[src/hw/rtl/ppu_pkg.sv]
// ----------------------------------------------------------------------------
// Particle pool package
// Shared widths, codes and the command and status records that join the
// pool controller to its datapath.
// ----------------------------------------------------------------------------
package ppu_pkg;

  localparam int SLOT_W       = 6;
  localparam int CNT_W        = 7;
  localparam int CAPACITY_DEF = 64;
  localparam int DT_W         = 20;

  // Operation codes carried in the input tuser.
  localparam logic [1:0] OP_CREATE  = 2'd0;
  localparam logic [1:0] OP_DESTROY = 2'd1;
  localparam logic [1:0] OP_UPDATE  = 2'd2;

  // Result status codes.
  localparam logic [1:0] ST_OK       = 2'd0;
  localparam logic [1:0] ST_FULL     = 2'd1;
  localparam logic [1:0] ST_BAD_SLOT = 2'd2;

  // Source of a write into the particle memory.
  typedef enum logic [1:0] {
    WR_CREATE = 2'd0,
    WR_MOVE   = 2'd1,
    WR_UPDATE = 2'd2
  } wr_src_t;

  // One stored particle.
  typedef struct packed {
    logic [63:0]        app;
    logic signed [31:0] pos_x;
    logic signed [31:0] pos_y;
    logic signed [31:0] pos_z;
    logic signed [31:0] vel_x;
    logic signed [31:0] vel_y;
    logic signed [31:0] vel_z;
    logic [31:0]        life;
    logic [31:0]        spawn;
  } particle_t;

  // Commands from the controller to the datapath.
  typedef struct packed {
    logic              cap_in;
    logic              rd_en;
    logic [SLOT_W-1:0] rd_addr;
    logic              wr_en;
    logic [SLOT_W-1:0] wr_addr;
    wr_src_t           wr_src;
    logic              mul_en;
    logic              add_en;
    logic              out_load;
    logic              out_part;
    logic [1:0]        out_status;
    logic [SLOT_W-1:0] out_slot;
    logic [CNT_W-1:0]  out_count;
    logic              out_last;
  } cmd_t;

  // Status from the datapath to the controller.
  typedef struct packed {
    logic [1:0]        op;
    logic [SLOT_W-1:0] slot;
    logic              expired;
    logic              out_free;
  } stat_t;

endpackage

[src/hw/rtl/ppu_ctrl.sv]
// ----------------------------------------------------------------------------
// Particle pool controller
// Sequences create, destroy and the update walk, and keeps the live count.
// ----------------------------------------------------------------------------
module ppu_ctrl import ppu_pkg::*; #(
  parameter int CAPACITY = CAPACITY_DEF
) (
  input  logic  clk,
  input  logic  rst,
  input  logic  s_tvalid,
  output logic  s_tready,
  input  stat_t st,
  output cmd_t  cmd
);

  typedef enum logic [9:0] {
    S_IDLE    = 10'b0000000001,
    S_DECODE  = 10'b0000000010,
    S_DEST_WR = 10'b0000000100,
    S_RESP    = 10'b0000001000,
    S_UPD_RD  = 10'b0000010000,
    S_UPD_CHK = 10'b0000100000,
    S_MOVE_WR = 10'b0001000000,
    S_UPD_ADD = 10'b0010000000,
    S_UPD_WR  = 10'b0100000000,
    S_EMIT    = 10'b1000000000
  } state_t;

  localparam logic [CNT_W-1:0] CAP = CNT_W'(CAPACITY);

  state_t            state, state_next;
  logic [CNT_W-1:0]  count, count_next;
  logic [CNT_W-1:0]  idx, idx_next;
  logic [1:0]        resp_status, resp_status_next;
  logic [SLOT_W-1:0] resp_slot, resp_slot_next;
  logic [CNT_W-1:0]  last_idx;

  assign s_tready = (state == S_IDLE);
  assign last_idx = count - CNT_W'(1);

  // State and counters.
  always_ff @(posedge clk) begin
    if (rst) begin
      state       <= S_IDLE;
      count       <= '0;
      idx         <= '0;
      resp_status <= ST_OK;
      resp_slot   <= '0;
    end else begin
      state       <= state_next;
      count       <= count_next;
      idx         <= idx_next;
      resp_status <= resp_status_next;
      resp_slot   <= resp_slot_next;
    end
  end

  // Next state and commands.
  always_comb begin
    state_next       = state;
    count_next       = count;
    idx_next         = idx;
    resp_status_next = resp_status;
    resp_slot_next   = resp_slot;
    cmd              = '0;
    cmd.wr_src       = WR_CREATE;
    cmd.out_count    = count;
    case (state)
      S_IDLE: begin
        cmd.cap_in = s_tvalid;
        if (s_tvalid) begin
          state_next = S_DECODE;
        end
      end
      S_DECODE: begin
        resp_status_next = ST_OK;
        resp_slot_next   = '0;
        state_next       = S_RESP;
        case (st.op)
          OP_CREATE: begin
            if (count >= CAP) begin
              resp_status_next = ST_FULL;
            end else begin
              cmd.wr_en      = 1'b1;
              cmd.wr_addr    = count[SLOT_W-1:0];
              cmd.wr_src     = WR_CREATE;
              resp_slot_next = count[SLOT_W-1:0];
              count_next     = count + CNT_W'(1);
            end
          end
          OP_DESTROY: begin
            resp_slot_next = st.slot;
            if ({1'b0, st.slot} >= count) begin
              resp_status_next = ST_BAD_SLOT;
            end else begin
              cmd.rd_en   = 1'b1;
              cmd.rd_addr = last_idx[SLOT_W-1:0];
              state_next  = S_DEST_WR;
            end
          end
          OP_UPDATE: begin
            idx_next   = '0;
            state_next = S_UPD_RD;
          end
          default: begin
            state_next = S_RESP;
          end
        endcase
      end
      S_DEST_WR: begin
        // Move the last particle into the destroyed slot.
        cmd.wr_en   = 1'b1;
        cmd.wr_addr = resp_slot;
        cmd.wr_src  = WR_MOVE;
        count_next  = last_idx;
        state_next  = S_RESP;
      end
      S_RESP: begin
        if (st.out_free) begin
          cmd.out_load   = 1'b1;
          cmd.out_status = resp_status;
          cmd.out_slot   = resp_slot;
          cmd.out_last   = 1'b1;
          state_next     = S_IDLE;
        end
      end
      S_UPD_RD: begin
        if (idx >= count) begin
          idx_next = '0;
          if (count == '0) begin
            resp_status_next = ST_OK;
            resp_slot_next   = '0;
            state_next       = S_RESP;
          end else begin
            cmd.rd_en   = 1'b1;
            cmd.rd_addr = '0;
            state_next  = S_EMIT;
          end
        end else begin
          cmd.rd_en   = 1'b1;
          cmd.rd_addr = idx[SLOT_W-1:0];
          state_next  = S_UPD_CHK;
        end
      end
      S_UPD_CHK: begin
        if (st.expired) begin
          // Swap-remove: the last particle takes this slot, then recheck.
          count_next = last_idx;
          if (idx == last_idx) begin
            state_next = S_UPD_RD;
          end else begin
            cmd.rd_en   = 1'b1;
            cmd.rd_addr = last_idx[SLOT_W-1:0];
            state_next  = S_MOVE_WR;
          end
        end else begin
          cmd.mul_en = 1'b1;
          state_next = S_UPD_ADD;
        end
      end
      S_MOVE_WR: begin
        cmd.wr_en   = 1'b1;
        cmd.wr_addr = idx[SLOT_W-1:0];
        cmd.wr_src  = WR_MOVE;
        state_next  = S_UPD_RD;
      end
      S_UPD_ADD: begin
        cmd.add_en = 1'b1;
        state_next = S_UPD_WR;
      end
      S_UPD_WR: begin
        cmd.wr_en   = 1'b1;
        cmd.wr_addr = idx[SLOT_W-1:0];
        cmd.wr_src  = WR_UPDATE;
        idx_next    = idx + CNT_W'(1);
        state_next  = S_UPD_RD;
      end
      S_EMIT: begin
        // The read data holds the particle at idx.
        if (st.out_free) begin
          cmd.out_load   = 1'b1;
          cmd.out_part   = 1'b1;
          cmd.out_status = ST_OK;
          cmd.out_slot   = idx[SLOT_W-1:0];
          cmd.out_last   = (idx == last_idx);
          if (idx == last_idx) begin
            state_next = S_IDLE;
          end else begin
            idx_next    = idx + CNT_W'(1);
            cmd.rd_en   = 1'b1;
            cmd.rd_addr = 6'(idx + CNT_W'(1));
          end
        end
      end
      default: begin
        state_next = S_IDLE;
      end
    endcase
  end

`ifndef NO_ASSERTIONS
  // The live count never passes the capacity.
  a_count_cap: assert property (@(posedge clk) disable iff (rst)
    count <= CAP) else $error("live count above capacity");

  // Every memory write lands inside the pool.
  a_wr_range: assert property (@(posedge clk) disable iff (rst)
    cmd.wr_en |-> ({1'b0, cmd.wr_addr} < CAP)) else $error("write beyond capacity");

  // A result is only loaded into a free output register.
  a_out_free: assert property (@(posedge clk) disable iff (rst)
    cmd.out_load |-> st.out_free) else $error("output register overwritten");

  // An accepted request is always decoded next.
  a_accept: assert property (@(posedge clk) disable iff (rst)
    (s_tvalid && s_tready) |=> (state == S_DECODE)) else $error("request not decoded");

  // Emitted particles lie below the live count.
  a_emit_slot: assert property (@(posedge clk) disable iff (rst)
    (cmd.out_load && cmd.out_part) |-> ({1'b0, cmd.out_slot} < count))
    else $error("emitted slot not live");
`endif

endmodule

[config.mk]
export PLATFORM = sky130hd
export DESIGN_NAME = ppu_ctrl
export DESIGN_NICKNAME = d
export VERILOG_FILES = /design/src/hw/rtl/ppu_pkg.sv /design/src/hw/rtl/ppu_ctrl.sv
export SDC_FILE = /design/constraint.sdc
export NUM_CORES = 1
export LEC_CHECK = 0
export BUFFER_PORTS_ARGS = -buffer_cell sky130_fd_sc_hd__buf_4
export CAP_MARGIN = 20
export CORE_MARGIN = 10
export CORE_UTILIZATION = 51
export CTS_CLUSTER_SIZE = 28
export DETAILED_ROUTE_END_ITERATION = 6
export PLACE_DENSITY = 0.77
export SYNTH_ARGS = -nofsm -noshare
export SYNTH_HDL_FRONTEND = slang
export SYNTH_SLANG_ARGS = --single-unit
[constraint.sdc]
create_clock -name clk -period 2.7 [get_ports clk]
set_clock_uncertainty 0.15 [all_clocks]
set_input_delay 0.135 -clock clk [delete_from_list [all_inputs] [get_ports clk]]
set_output_delay 0.135 -clock clk [all_outputs]
set_load 0.005 [all_outputs]
After elaboration in Yosys (flattened, before gate mapping)
Cells that the tools add are included.
Word-level totals
  flip-flop bits (word level): 32
  latch bits: 0
  RAM bits: 0
  ROM bits: 0
  input port bits: 13
  output and inout port bits: 38
  word-level logic and storage cells: 100
  memories kept: 0
Operators by class
  add/subtract/negate cells: 3
  multiply operators: 0
  divide/modulo/power cells: 0
  $lt $le $gt $ge: 3
  equal/unequal tests: 24
  shift-type cells: 0
  muxes and demuxes: 55
  bitwise gates (word level): 0
  reduce and logical (&&, ||, !) cells: 10
Operator list (number)
  $mux 7: 16
  $pmux 10 s9: 1
  $mux 10: 7
  $pmux 7 s4: 2
  $pmux 9 s4: 1
  $pmux 6 s2: 2
  $pmux 7 s3: 1
  $mux 6: 3
  $mux 9: 2
  $ne 2x2->1 const B: 9
  $mux 8: 2
  $pmux 8 s2: 1
  $add 7x1->7 const B: 2
  $eq 10x1->1 const B: 1
  $eq 10x10->1 const B: 1
  $eq 10x2->1 const B: 1
  $eq 10x3->1 const B: 1
  $eq 10x4->1 const B: 1
  $eq 10x5->1 const B: 1
  $eq 10x6->1 const B: 1
  $eq 10x7->1 const B: 1
  $eq 10x8->1 const B: 1
  $eq 10x9->1 const B: 1
  $pmux 5 s2: 1
  22 further kinds: 35

Logic depth before layout (Yosys ltp)
Gate-level depths: netlist of the first run.
  word-level depth: 5
  gate-level depth with buffers: 10
  depth with buffers taken out: 8

Least setup slack after synthesis of the first run
OpenSTA, ideal clock, no wires.
  path kind: register to output
  start point: reg count[0]
  end point: out cmd[35] (netlist bit)
  arrival: 2.713 ns
  slack: -0.298 ns
  cell stages (with the launch flop): 11
  path through: dfxtp_1 > clkbuf_1 > inv_1 > ha_1 > nor3b_1 > xnor3_1 > nor4bb_1 > and2_1 > buf_2 > nor2_1 > or3_1
RTL lines
  start: declaration: line ppu_ctrl.sv:32  | logic [CNT_W-1:0] count, count_next;
  start signal: assignment: line ppu_ctrl.sv:51  | count <= count_next;
  end: declaration: line ppu_ctrl.sv:13  | output cmd_t cmd

==> results.txt, run 1 <==
Setup Total Neg Slack -> -1.56 ns
peak fanout along the critical path -> 8
TritonCTS clock tree -> built
input/output buffers -> 50
clock transition time at the flip-flop clock pins of the worst setup and hold paths -> 0.08 ns
cell at the root of the clock tree -> clkbuf_8
main combinational cell family by area after synthesis -> simple AND/OR/NAND/NOR gates
Mean Syn Cell Area -> 7.74 um^2
total vias in the final route -> 3704
number of library cell types mapped by synthesis -> 63
final global-route overflow total -> 0
die area -> 0.00892 mm^2
critical path capture point type -> primary output
total wirelength of the detailed-routed design -> 12200 um
unrepaired setup endpoints after global routing -> true
data arrival at the endpoint of the critical path -> 2.63 ns
final core utilization -> 80.1%
number of buffers added by the clock tree synthesis step -> 5
post-synth net total -> 398
commonest cells after routing, fill and taps aside -> buf_4 (113), nand2_1 (35), dfxtp_1 (27)
final worst-path setup slack -> -0.211 ns
core footprint -> 0.00544 mm^2
leakage power total -> 0.00187 uW
Final Max Tran Viols -> 0
fraction of layout cells with a size suffix above 1 -> 40.5%
global-route wire length before repair -> 17400 um
largest net degree at the start of global routing -> 31
Async S/R FF share, synth -> 0%
worst vdd rail ir drop -> 0.254 mV
number of diodes -> 0
most frequent standard cell in the layout excluding fill and tap cells -> buf_4
growth of design area from synthesis to finish -> 54.1%
DRC errors left -> 0
GR Util All Layers -> 24.3%
Worst path top cell family by delay -> simple AND/OR/NAND/NOR gates
H-tree levels -> 2
post-synth design cell area -> 0.00283 mm^2
Detail Route Antenna Nets -> 0
CP cell instances -> or4_4, buf_6, nor4_4, nor4b_4, and2_4, buf_8, nor3b_2, a221o_1, buf_4
warnings from Yosys -> 0
count of flip-flops with a built-in enable after synthesis -> 0
mux contribution to synthesized area -> 0.753%
Post-Route Hold Slack -> 0.0466 ns
Setup CP Type -> flip-flop to primary output
final hold violation count -> 0
antenna violations before repair -> 0
most used flip-flop cell after synthesis -> dfxtp_1
leading area contributor after synthesis -> dfxtp_1
share of Yosys cell area claimed by the top area cell type -> 22.7%
hold path cells -> 3
compound-cell area share of the yosys netlist -> 23.6%
run status -> finished, violations left
Max-cap violations -> 0
x dimension of the die -> 94.4 um
DP Worst Slack -> -0.0531 ns
total setup violations reported at the end of the flow -> 13
transition time at the pin with the least slew margin -> 0.581 ns
first drt pass iteration count -> 5
power density over cell area -> 295 mW/mm^2
FF-to-FF path depth -> 9
fin nets -> 513
simple-gate share of the synthesized area -> 31.8%
clock latency of the later-clocked register in the worst-skew pair -> 0.30 ns
Placement Rows -> 27
number of vias per cell -> 6.70
number of inserted filler cells in the final layout -> 319
First DRT Iteration DRCs -> 625
post-route minimum period -> 2.91 ns
cell count after synthesis -> 365
slowest cell on the critical path -> or4_4
stage delay of the slowest cell on the critical path -> 0.58 ns
die height -> 94.4 um
number of logic stages on the critical path including buffering -> 9
leading cell types by total area after synthesis -> dfxtp_1 (23%), ha_1 (8.9%), nand2_1 (4.8%), a21oi_1 (3.5%), nor2_1 (3.2%)
sequential-to-total area share from yosys stat -> 22.7%
tightest slew margin relative to the limit -> 60.9%
path category of the worst min-delay check -> primary input to flip-flop
IO Pins -> 51
final critical-path share of the clock period -> 108%
Sinks on Clock Net -> 32
Initial Util -> 51.9%
vias in the first global route -> 3335
maximum number of buffers from clock root to sink -> 2
crit start category -> flip-flop
XOR/XNOR share of the synthesized area -> 5.62%
routed len/inst -> 22.0 um
adder and majority cell fraction of the synthesized area -> 8.86%
flop and latch count out of synthesis -> 32
maximum clock frequency -> 344 MHz
Routability Congestion -> 0.986
violated checks -> negative setup slack
total buffers and inverters traversed by the critical path -> 3
Critical Path RT -> 2.41 ns
Post-DP HPWL -> 7850 um
-- report_power, final --
| part | internal (uW) | total [uW] | switching, uW |
|---|---|---|---|
| Sequential | 483 | 493 | 10.7 |
| Clock | 274 | 476 | 202 |
| Combinational | 147 | 315 | 168 |
-- synth_stat cells (all sizes together), types with 2 or more instances --
cell type / number
a21oi: 20
nor2b: 3
nand3: 14
xnor2: 10
o31ai: 4
a211oi: 2
o22ai: 3
o311ai: 3
dfxtp: 32
o41ai: 6
nor4b: 2
o2111ai: 2
or4: 10
a21o: 4
a31oi: 9
a221o: 7
and4b: 2
nor2: 24
nor3b: 4
buf: 7
xnor3: 2
inv: 20
clkbuf: 17
or3: 8
ha: 20
nand2: 36
a22o: 5
a21boi: 2
and2: 6
xor2: 3
nand2b: 10
nand4: 4
o21ai: 12
nor3: 9
a22oi: 7
nor4: 13
and3: 6
-- cell type report --
type / count / area, um^2 / area share (%)
well taps: 72 / 90.1 / 2.07
repair buffers: 132 / 1060 / 24.3
clock inverters: 2 / 35.0 / 0.805
multi-input cells: 288 / 2370 / 54.5
clock buffers: 6 / 72.6 / 1.67
flip-flops and latches: 32 / 649 / 14.9
inverters: 21 / 78.8 / 1.81
-- worst min-delay path, stage by stage --
cell	delay, ns
buf_4	0.14
nor2_1	0.10
o31ai_1	0.07
-- layer usage --
metal / vias to the layer above / routed length (um) / track usage, %
met4: 0 / 674 / 13.2
met1: 1716 / 4560 / 29.9
li1: 1599 / - / -
met2: 314 / 5510 / 37.5
met3: 75 / 1450 / 6.90
met5: - / 0 / 0
-- sequential cells by signal, summed over array words and instances (netlist names) --
name and cells:
idx 7, resp_slot 6, count 7, state 10, resp_status 2
-- worst paths after layout --
path | start | end | slack [ns]
max | count[1]$_SDFFE_PP0P_ | cmd[30] | -0.21
min reg2reg | resp_status[0]$_SDFFE_PP0P_ | resp_status[0]$_SDFFE_PP0P_ | 0.31
max reg2reg | state[7]$_SDFFE_PP0P_ | idx[0]$_SDFFE_PP0P_ | -0.11
min | st[0] | state[0]$_SDFFE_PP1P_ | 0.05
-- through the flow --
stage / total power [uW] / area [um^2] / cells
finish: 1280 / 4350 / 553
global route: 1320 / 4350 / 553
CTS: 1230 / 4020 / 540
detailed placement: 735 / 3670 / 523
global placement: 729 / 3670 / 523
floorplan: 637 / 2860 / 365
-- what timing repair did --
action,CTS,global route
resized for setup,33,48
setup buffers,2,13
hold buffers,7,0
endpoints found under the hold margin,7,0
pin swaps,10,27
endpoints found under the setup margin,24,26
-- cell families after synthesis --
kind of cell,after synthesis
buffers and inverters,45
DFF,32
AOI/OAI and AO/OA,95
and+or+nand+nor,156
muxes,2
adders and majority gates,20
xor gates and xnor gates,15
(Power assumes the default switching activity.)
==> run 2: changes to the inputs <==
Clock period 2.7 ns to 2.55 ns, I/O delays scaled along.
==> run 2 against run 1 <==
Compared with the run above: the run still ends with negative setup slack left; die area unchanged; register-to-register slack got worse by 0.08 ns; cell count increased by 4.0%; clock power decreased by 17%; non-clock buffer count increased by 21; utilization increased by 4.3 points; sequential share of layout area decreased by 0.67 points; hold slack got worse by 0.043 ns.
==> results.txt, run 2 (synthesized netlist as in run 1, its figures left out) <==
critical path capture point type -> primary output
post-route minimum period -> 2.87 ns
Setup CP Type -> flip-flop to primary output
run status -> finished, violations left
power density over cell area -> 284 mW/mm^2 (-3.8%)
data arrival at the endpoint of the critical path -> 2.60 ns (-0.03 ns)
First DRT Iteration DRCs -> 459 (-27%)
antenna violations before repair -> 0 (unchanged)
commonest cells after routing, fill and taps aside -> buf_4 (130), nand2_1 (35), dfxtp_1 (26)
number of cells in the finished layout apart from fillers -> 575 (+4.0%)
DRC errors left -> 0 (unchanged)
Post-DP HPWL -> 8050 um (+2.5%)
most used cell along the critical path -> buf_4
total wirelength of the detailed-routed design -> 13200 um (+8.0%)
core footprint -> 0.00544 mm^2 (unchanged)
Sinks on Clock Net -> 32 (unchanged)
global-route wire length before repair -> 18400 um (+6.0%)
Max-cap violations -> 0 (unchanged)
leakage power total -> 0.00201 uW (+7.3%)
largest register by flop count -> state
slowest cell on the critical path -> dfxtp_2
growth of design area from synthesis to finish -> 62.4%
Critical Path RT -> 2.27 ns (-0.14 ns)
peak fanout along the critical path -> 5 (-3)
number of instances in the placed design -> 533 (+1.9%)
TritonCTS clock tree -> built
die area -> 0.00892 mm^2 (unchanged)
clock transition time at the flip-flop clock pins of the worst setup and hold paths -> 0.08 ns (about the same)
Placement Rows -> 27 (unchanged)
crit start category -> flip-flop
Detail Route Antenna Nets -> 0 (unchanged)
flip-flop count of the largest register, all copies and words added -> 10 (unchanged)
routed len/inst -> 22.9 um (+3.8%)
Worst path top cell family by delay -> compound AO/OA/AOI/OAI gates
largest net degree at the start of global routing -> 31 (unchanged)
final worst-path setup slack -> -0.324 ns (-0.113 ns)
path category of the worst min-delay check -> primary input to flip-flop
final global-route overflow total -> 0 (unchanged)
number of vias per cell -> 6.78 (+1.3%)
GR Util All Layers -> 25.6% (+1.3 points)
number of diodes -> 0 (unchanged)
most frequent standard cell in the layout excluding fill and tap cells -> buf_4
maximum number of buffers from clock root to sink -> 2 (unchanged)
vias in the first global route -> 3585 (+7.5%)
first drt pass iteration count -> 6 (+1)
fraction of layout cells with a size suffix above 1 -> 46.1% (+5.6 points)
FF-to-FF path depth -> 6 (-3)
final critical-path share of the clock period -> 113%
x dimension of the die -> 94.4 um (unchanged)
total setup violations reported at the end of the flow -> 20 (+7)
transition time at the pin with the least slew margin -> 0.500 ns (-0.0805 ns)
hold path cells -> 3 (unchanged)
Final Max Tran Viols -> 0 (unchanged)
Setup Total Neg Slack -> -3.30 ns (-1.73 ns)
die height -> 94.4 um (unchanged)
registers with the most flip-flops -> state (10), count (7), idx (7)
DP Worst Slack -> -0.117 ns (-0.0640 ns)
IO Pins -> 51 (unchanged)
Initial Util -> 51.9% (unchanged)
total buffers and inverters traversed by the critical path -> 4 (+1)
total vias in the final route -> 3901 (+5.3%)
violated checks -> negative setup slack
cell at the root of the clock tree -> clkbuf_8
number of logic stages on the critical path including buffering -> 10 (+1)
CP cell instances -> buf_4, inv_1, ha_1, nand4_1, o21a_1, buf_4, nand2_1, o31ai_2, a221o_1, buf_4
clock latency of the later-clocked register in the worst-skew pair -> 0.30 ns (about the same)
maximum clock frequency -> 348 MHz
worst vdd rail ir drop -> 0.360 mV (+42%)
stage delay of the slowest cell on the critical path -> 0.37 ns (-0.21 ns)
fin nets -> 536 (+4.5%)
H-tree levels -> 2 (unchanged)
input/output buffers -> 50 (unchanged)
final hold violation count -> 0 (unchanged)
number of buffers added by the clock tree synthesis step -> 5 (unchanged)
Routability Congestion -> 0.978 (-0.72%)
unrepaired setup endpoints after global routing -> true
tightest slew margin relative to the limit -> 66.4% (+5.5 points)
## run 2: final cells by class
cell class | instances | area [um^2]
multi-input cells | 290 | 2460
repair buffers | 153 | 1220
fillers | 311 | 852
flip-flops and latches | 32 | 653
well taps | 72 | 90.1
inverters | 21 | 81.3
clock buffers | 6 | 72.6
clock inverters | 1 | 5.00
## run 2: power by group
group          internal [uW]  switching, uW  leakage [uW]  total [uW]
sequential               511           12.1      0.000262         523
combinational            181            202       0.00170         383
clock                    186            210     0.0000410         396
## run 2: what timing repair did
action | in CTS | in global routing
pin swaps | 27 | 19
buffers inserted | 11 | 17
hold buffers | 6 | 0
setup endpoints to repair | 32 | 45
hold endpoints to repair | 7 | 0
gates cloned | 3 | 0
resized for setup | 53 | 53
## run 2: path summary, 6_finish.rpt
check	startpoint	to	slack (ns)
setup / recovery	count[3]$_SDFFE_PP0P_	cmd[33]	-0.32
hold / removal	st[4]	resp_slot[2]$_SDFFE_PP0P_	0.004
setup reg to reg	state[3]$_SDFFE_PP0P_	idx[5]$_SDFFE_PP0P_	-0.19
hold reg to reg	resp_status[0]$_SDFFE_PP0P_	resp_status[0]$_SDFFE_PP0P_	0.31
## run 2: metrics by stage
stage	hold slack (ns)	area [um^2]	total power [uW]	util, %
2_1_floorplan	0.120	2900	676	-
3_5_place_dp	0.273	3760	787	69.1
4_1_cts	0.00693	4240	1230	78.0
5_1_grt	0.0363	4590	1330	84.3
3_3_place_gp	0.269	3760	782	69.1
6_report	0.00352	4590	1300	84.3
## run 2: metal layers
layer / track usage [%] / up-vias / part of all wire (%) / wire length (um)
li1: - / 1649 / - / -
met1: 31.5 / 1825 / 37 / 4900
met2: 40.8 / 339 / 46 / 6070
met3: 5.87 / 88 / 11 / 1440
met4: 13.0 / 0 / 5.6 / 738
met5: 0 / - / 0 / 0
## run 2: worst reg2reg max path: cells and delay by family (launching register included)
| family | cells | cell delay, ns |
|---|---|---|
| AND/OR/NAND/NOR | 3 | 1.40 |
| AO/OA/AOI/OAI | 3 | 0.73 |
| flip-flops | 1 | 0.36 |
==> run 3: changes to the inputs <==
Settings changed: ABC_AREA set to 1.
==> run 3 against run 2 <==
Compared with the run above: the flow now finishes without violations; critical path depth grew 3; combinational power grew 9.9%; largest cell class unchanged; sequential power grew 4.8%.
==> results.txt, run 3 <==
run status -> finished clean
Detail Route Antenna Nets -> 0 (unchanged)
largest register by flop count -> state
clock latency of the later-clocked register in the worst-skew pair -> 0.30 ns (about the same)
most frequent standard cell in the layout excluding fill and tap cells -> nand2_1
peak fanout along the critical path -> 6 (+1)
Placement Rows -> 27 (unchanged)
routed len/inst -> 15.8 um (-31%)
sequential-to-total area share from yosys stat -> 22.4% (-0.23 points)
leading area contributor after synthesis -> dfxtp_1
registers with the most flip-flops -> state (10), count (7), idx (7)
TritonCTS clock tree -> built
die area -> 0.00899 mm^2 (+0.80%)
total non-filler cell area in the finished layout -> 0.00372 mm^2 (-19%)
leading cell types by total area after synthesis -> dfxtp_1 (22%), nand2_1 (15%), nand3_1 (10%), inv_1 (8.8%), ha_1 (8.8%)
total setup violations reported at the end of the flow -> 0 (-100%)
critical path capture point type -> primary output
compound-cell area share of the yosys netlist -> 11.8% (-12 points)
crit start category -> flip-flop
number of library cell types mapped by synthesis -> 36 (-43%)
largest net degree at the start of global routing -> 24 (-23%)
Critical Path RT -> 2.27 ns (about the same)
commonest cells after routing, fill and taps aside -> nand2_1 (102), inv_1 (64), buf_4 (64)
cell at the root of the clock tree -> clkbuf_8
tightest slew margin relative to the limit -> 65.1% (-1.2 points)
Setup CP Type -> flip-flop to primary output
Internal -> 897 uW (+2.1%)
adder and majority cell fraction of the synthesized area -> 8.77% (-0.089 points)
final hold violation count -> 0 (unchanged)
DRC errors left -> 0 (unchanged)
Async S/R FF share, synth -> 0% (unchanged)
fin nets -> 565 (+5.4%)
flop-to-flop setup slack -> 0.41 ns (+0.60 ns)
flip-flop count of the largest register, all copies and words added -> 10 (unchanged)
leakage power total -> 0.00184 uW (-8.0%)
XOR/XNOR share of the synthesized area -> 2.76% (-2.9 points)
post-route minimum period -> 2.54 ns (-0.334 ns)
post-synth net total -> 493 (+24%)
switching power share of the total -> 35.6% (+3.1 points)
number of inserted filler cells in the final layout -> 499 (+60%)
Gate power share -> 30.2% (+0.8 points)
input/output buffers -> 50 (unchanged)
power density over cell area -> 375 mW/mm^2 (+32%)
slowest cell on the critical path -> dfxtp_2
antenna violations before repair -> 0 (unchanged)
path category of the worst min-delay check -> primary input to flip-flop
IO Pins -> 51 (unchanged)
clock share of power -> 30.4% (about the same)
number of vias per cell -> 5.62 (-17%)
NetSw -> 497 uW (+17%)
total vias in the final route -> 3403 (-13%)
maximum number of buffers from clock root to sink -> 2 (unchanged)
simple-gate share of the synthesized area -> 43.1% (+11 points)
stage delay of the slowest cell on the critical path -> 0.33 ns (-0.04 ns)
Worst path top cell family by delay -> simple AND/OR/NAND/NOR gates
most used flip-flop cell after synthesis -> dfxtp_1
total wirelength of the detailed-routed design -> 9540 um (-27%)
H-tree levels -> 2 (unchanged)
most used cell along the critical path -> nand2_2
Mean Syn Cell Area -> 6.20 um^2 (-20%)
maximum clock frequency -> 394 MHz (+13%)
final core utilization -> 67.9% (-16 points)
Max-cap violations -> 0 (unchanged)
first drt pass iteration count -> 5 (-1)
global-route wire length before repair -> 15600 um (-15%)
x dimension of the die -> 94.8 um (+0.40%)
post-synth design cell area -> 0.00285 mm^2 (+1.0%)
die height -> 94.8 um (+0.40%)
top cells by instance count after synthesis -> nand2_1 (111), inv_1 (67), nand3_1 (59), nor2_1 (43), dfxtp_1 (32)
mux contribution to synthesized area -> 0% (-0.75 points)
count of flip-flops with a built-in enable after synthesis -> 0 (unchanged)
vias in the first global route -> 3253 (-9.3%)
area post-placement -> 0.00336 mm^2 (-10%)
number of buffers added by the clock tree synthesis step -> 5 (unchanged)
share of Yosys cell area claimed by the top area cell type -> 22.4% (-0.23 points)
cell with the most instances after synthesis -> nand2_1
final global-route overflow total -> 0 (unchanged)
Initial Util -> 52.1% (+0.21 points)
number of diodes -> 0 (unchanged)
data arrival at the endpoint of the critical path -> 2.26 ns (-0.34 ns)
area occupied by multi-input gates -> 0.00203 mm^2 (-17%)
First DRT Iteration DRCs -> 244 (-47%)
flop and latch count out of synthesis -> 32 (unchanged)
Post-DP HPWL -> 7300 um (-9.3%)
Final Max Tran Viols -> 0 (unchanged)
growth of design area from synthesis to finish -> 30.3%
Routability Congestion -> 0.954 (-2.5%)
final critical-path share of the clock period -> 99.6% (-13 points)
transition time at the pin with the least slew margin -> 0.522 ns (+0.0218 ns)
GR Util All Layers -> 21.4% (-4.2 points)
main combinational cell family by area after synthesis -> simple AND/OR/NAND/NOR gates
total buffers and inverters traversed by the critical path -> 3 (-1)
cell count after synthesis -> 460 (+26%)
core footprint -> 0.00547 mm^2 (+0.62%)
worst vdd rail ir drop -> 0.323 mV (-10%)
Post-Route Hold Slack -> 0.0134 ns (+0.00992 ns)
fraction of layout cells with a size suffix above 1 -> 25.9% (-20 points)
sequential share of power -> 39.3% (-0.9 points)
total area of sequential cells -> 652 um^2 (-0.19%)
clock transition time at the flip-flop clock pins of the worst setup and hold paths -> 0.07 ns (about the same)
warnings from Yosys -> 0 (unchanged)
CP cell instances -> inv_2, buf_6, ha_1, a21oi_2, nor2_1, o21ai_1, nand2_1, nor2_2, nand2_2, nand2_4, nand2_2, nand3_2, buf_4
Sinks on Clock Net -> 32 (unchanged)
==> run 3: changes by cell type in the layout (fill, tap and decap cells not counted), sizes merged, moves of 8 or more <==
cell / previous run / this run
buf: 147 / 67
or3: 8 / 0
nand2: 36 / 118
nor4: 13 / 0
a221o: 8 / 0
nand2b: 10 / 0
inv: 21 / 72
nor2: 24 / 56
nand3: 14 / 63
or4: 10 / 0
xnor2: 10 / 0
==> run 3: cell families after synthesis <==
| logic type | count (synthesis) |
|---|---|
| AOI/OAI and AO/OA | 58 |
| xor gates and xnor gates | 9 |
| adders and majority gates | 20 |
| buffers and inverters | 81 |
| DFF | 32 |
| and+or+nand+nor | 260 |
==> run 3: routing by layer <==
layer	up-vias	GRT usage, %	wire [um]
met4	0	7.11	216
met5	-	0	0
met3	19	5.31	882
met2	172	36.1	4620
li1	1651	-	-
met1	1561	25.8	3830
==> run 3: worst min-delay path: cells and delay by family <==
family,cells,cell delay [ns]
simple gates,1,0.08
compound gates,1,0.08
buf+inv,1,0.12
==> run 3: final cells by class <==
cell class | count | area share [%]
multi-input combinational | 347 | 54.7
clock inverter | 2 | 0.269
tap | 72 | 2.42
sequential | 32 | 17.5
inverter | 73 | 7.37
timing repair buffer | 73 | 15.5
clock buffer | 6 | 2.22
==> run 3: power by group through the flow <==
stage                     logic (uW)  clock network [uW]  registers, uW
after detailed placement         377                   0            559
final                            421                 424            548
after global routing             469                 453            551
after global placement           369                   0            559
after CTS                        388                 425            548
after floorplan                  265                   0            554
==> run 3: what timing repair did <==
action | in CTS | in global routing
endpoints found under the setup margin | 7 | 8
pin swaps | 1 | 15
hold buffers | 6 | 0
gates resized for setup | 7 | 40
setup buffers | 1 | 4
endpoints found under the hold margin | 7 | 0
==> run 3: path summary, 6_finish.rpt <==
check | start | to | cells after the start
setup / recovery | count[1]$_SDFFE_PP0P_ | cmd[30] | 13
hold / removal | st[2] | resp_slot[0]$_SDFFE_PP0P_ | 3
setup reg to reg | count[1]$_SDFFE_PP0P_ | state[2]$_SDFFE_PP0P_ | 11
hold reg to reg | resp_status[1]$_SDFFE_PP0P_ | resp_status[1]$_SDFFE_PP0P_ | 2
==> run 3: per-stage QoR <==
| step | total power, uW | instances | setup TNS (ns) | worst slack (ns) |
|---|---|---|---|---|
| floorplan | 818 | 460 | 0 | 0.260 |
| global placement | 928 | 586 | 0 | 0.214 |
| detailed placement | 936 | 586 | 0 | 0.171 |
| CTS | 1360 | 601 | 0 | 0.00710 |
| global route | 1470 | 605 | -0.442 | -0.0824 |
| finish | 1390 | 605 | 0 | 0.0105 |
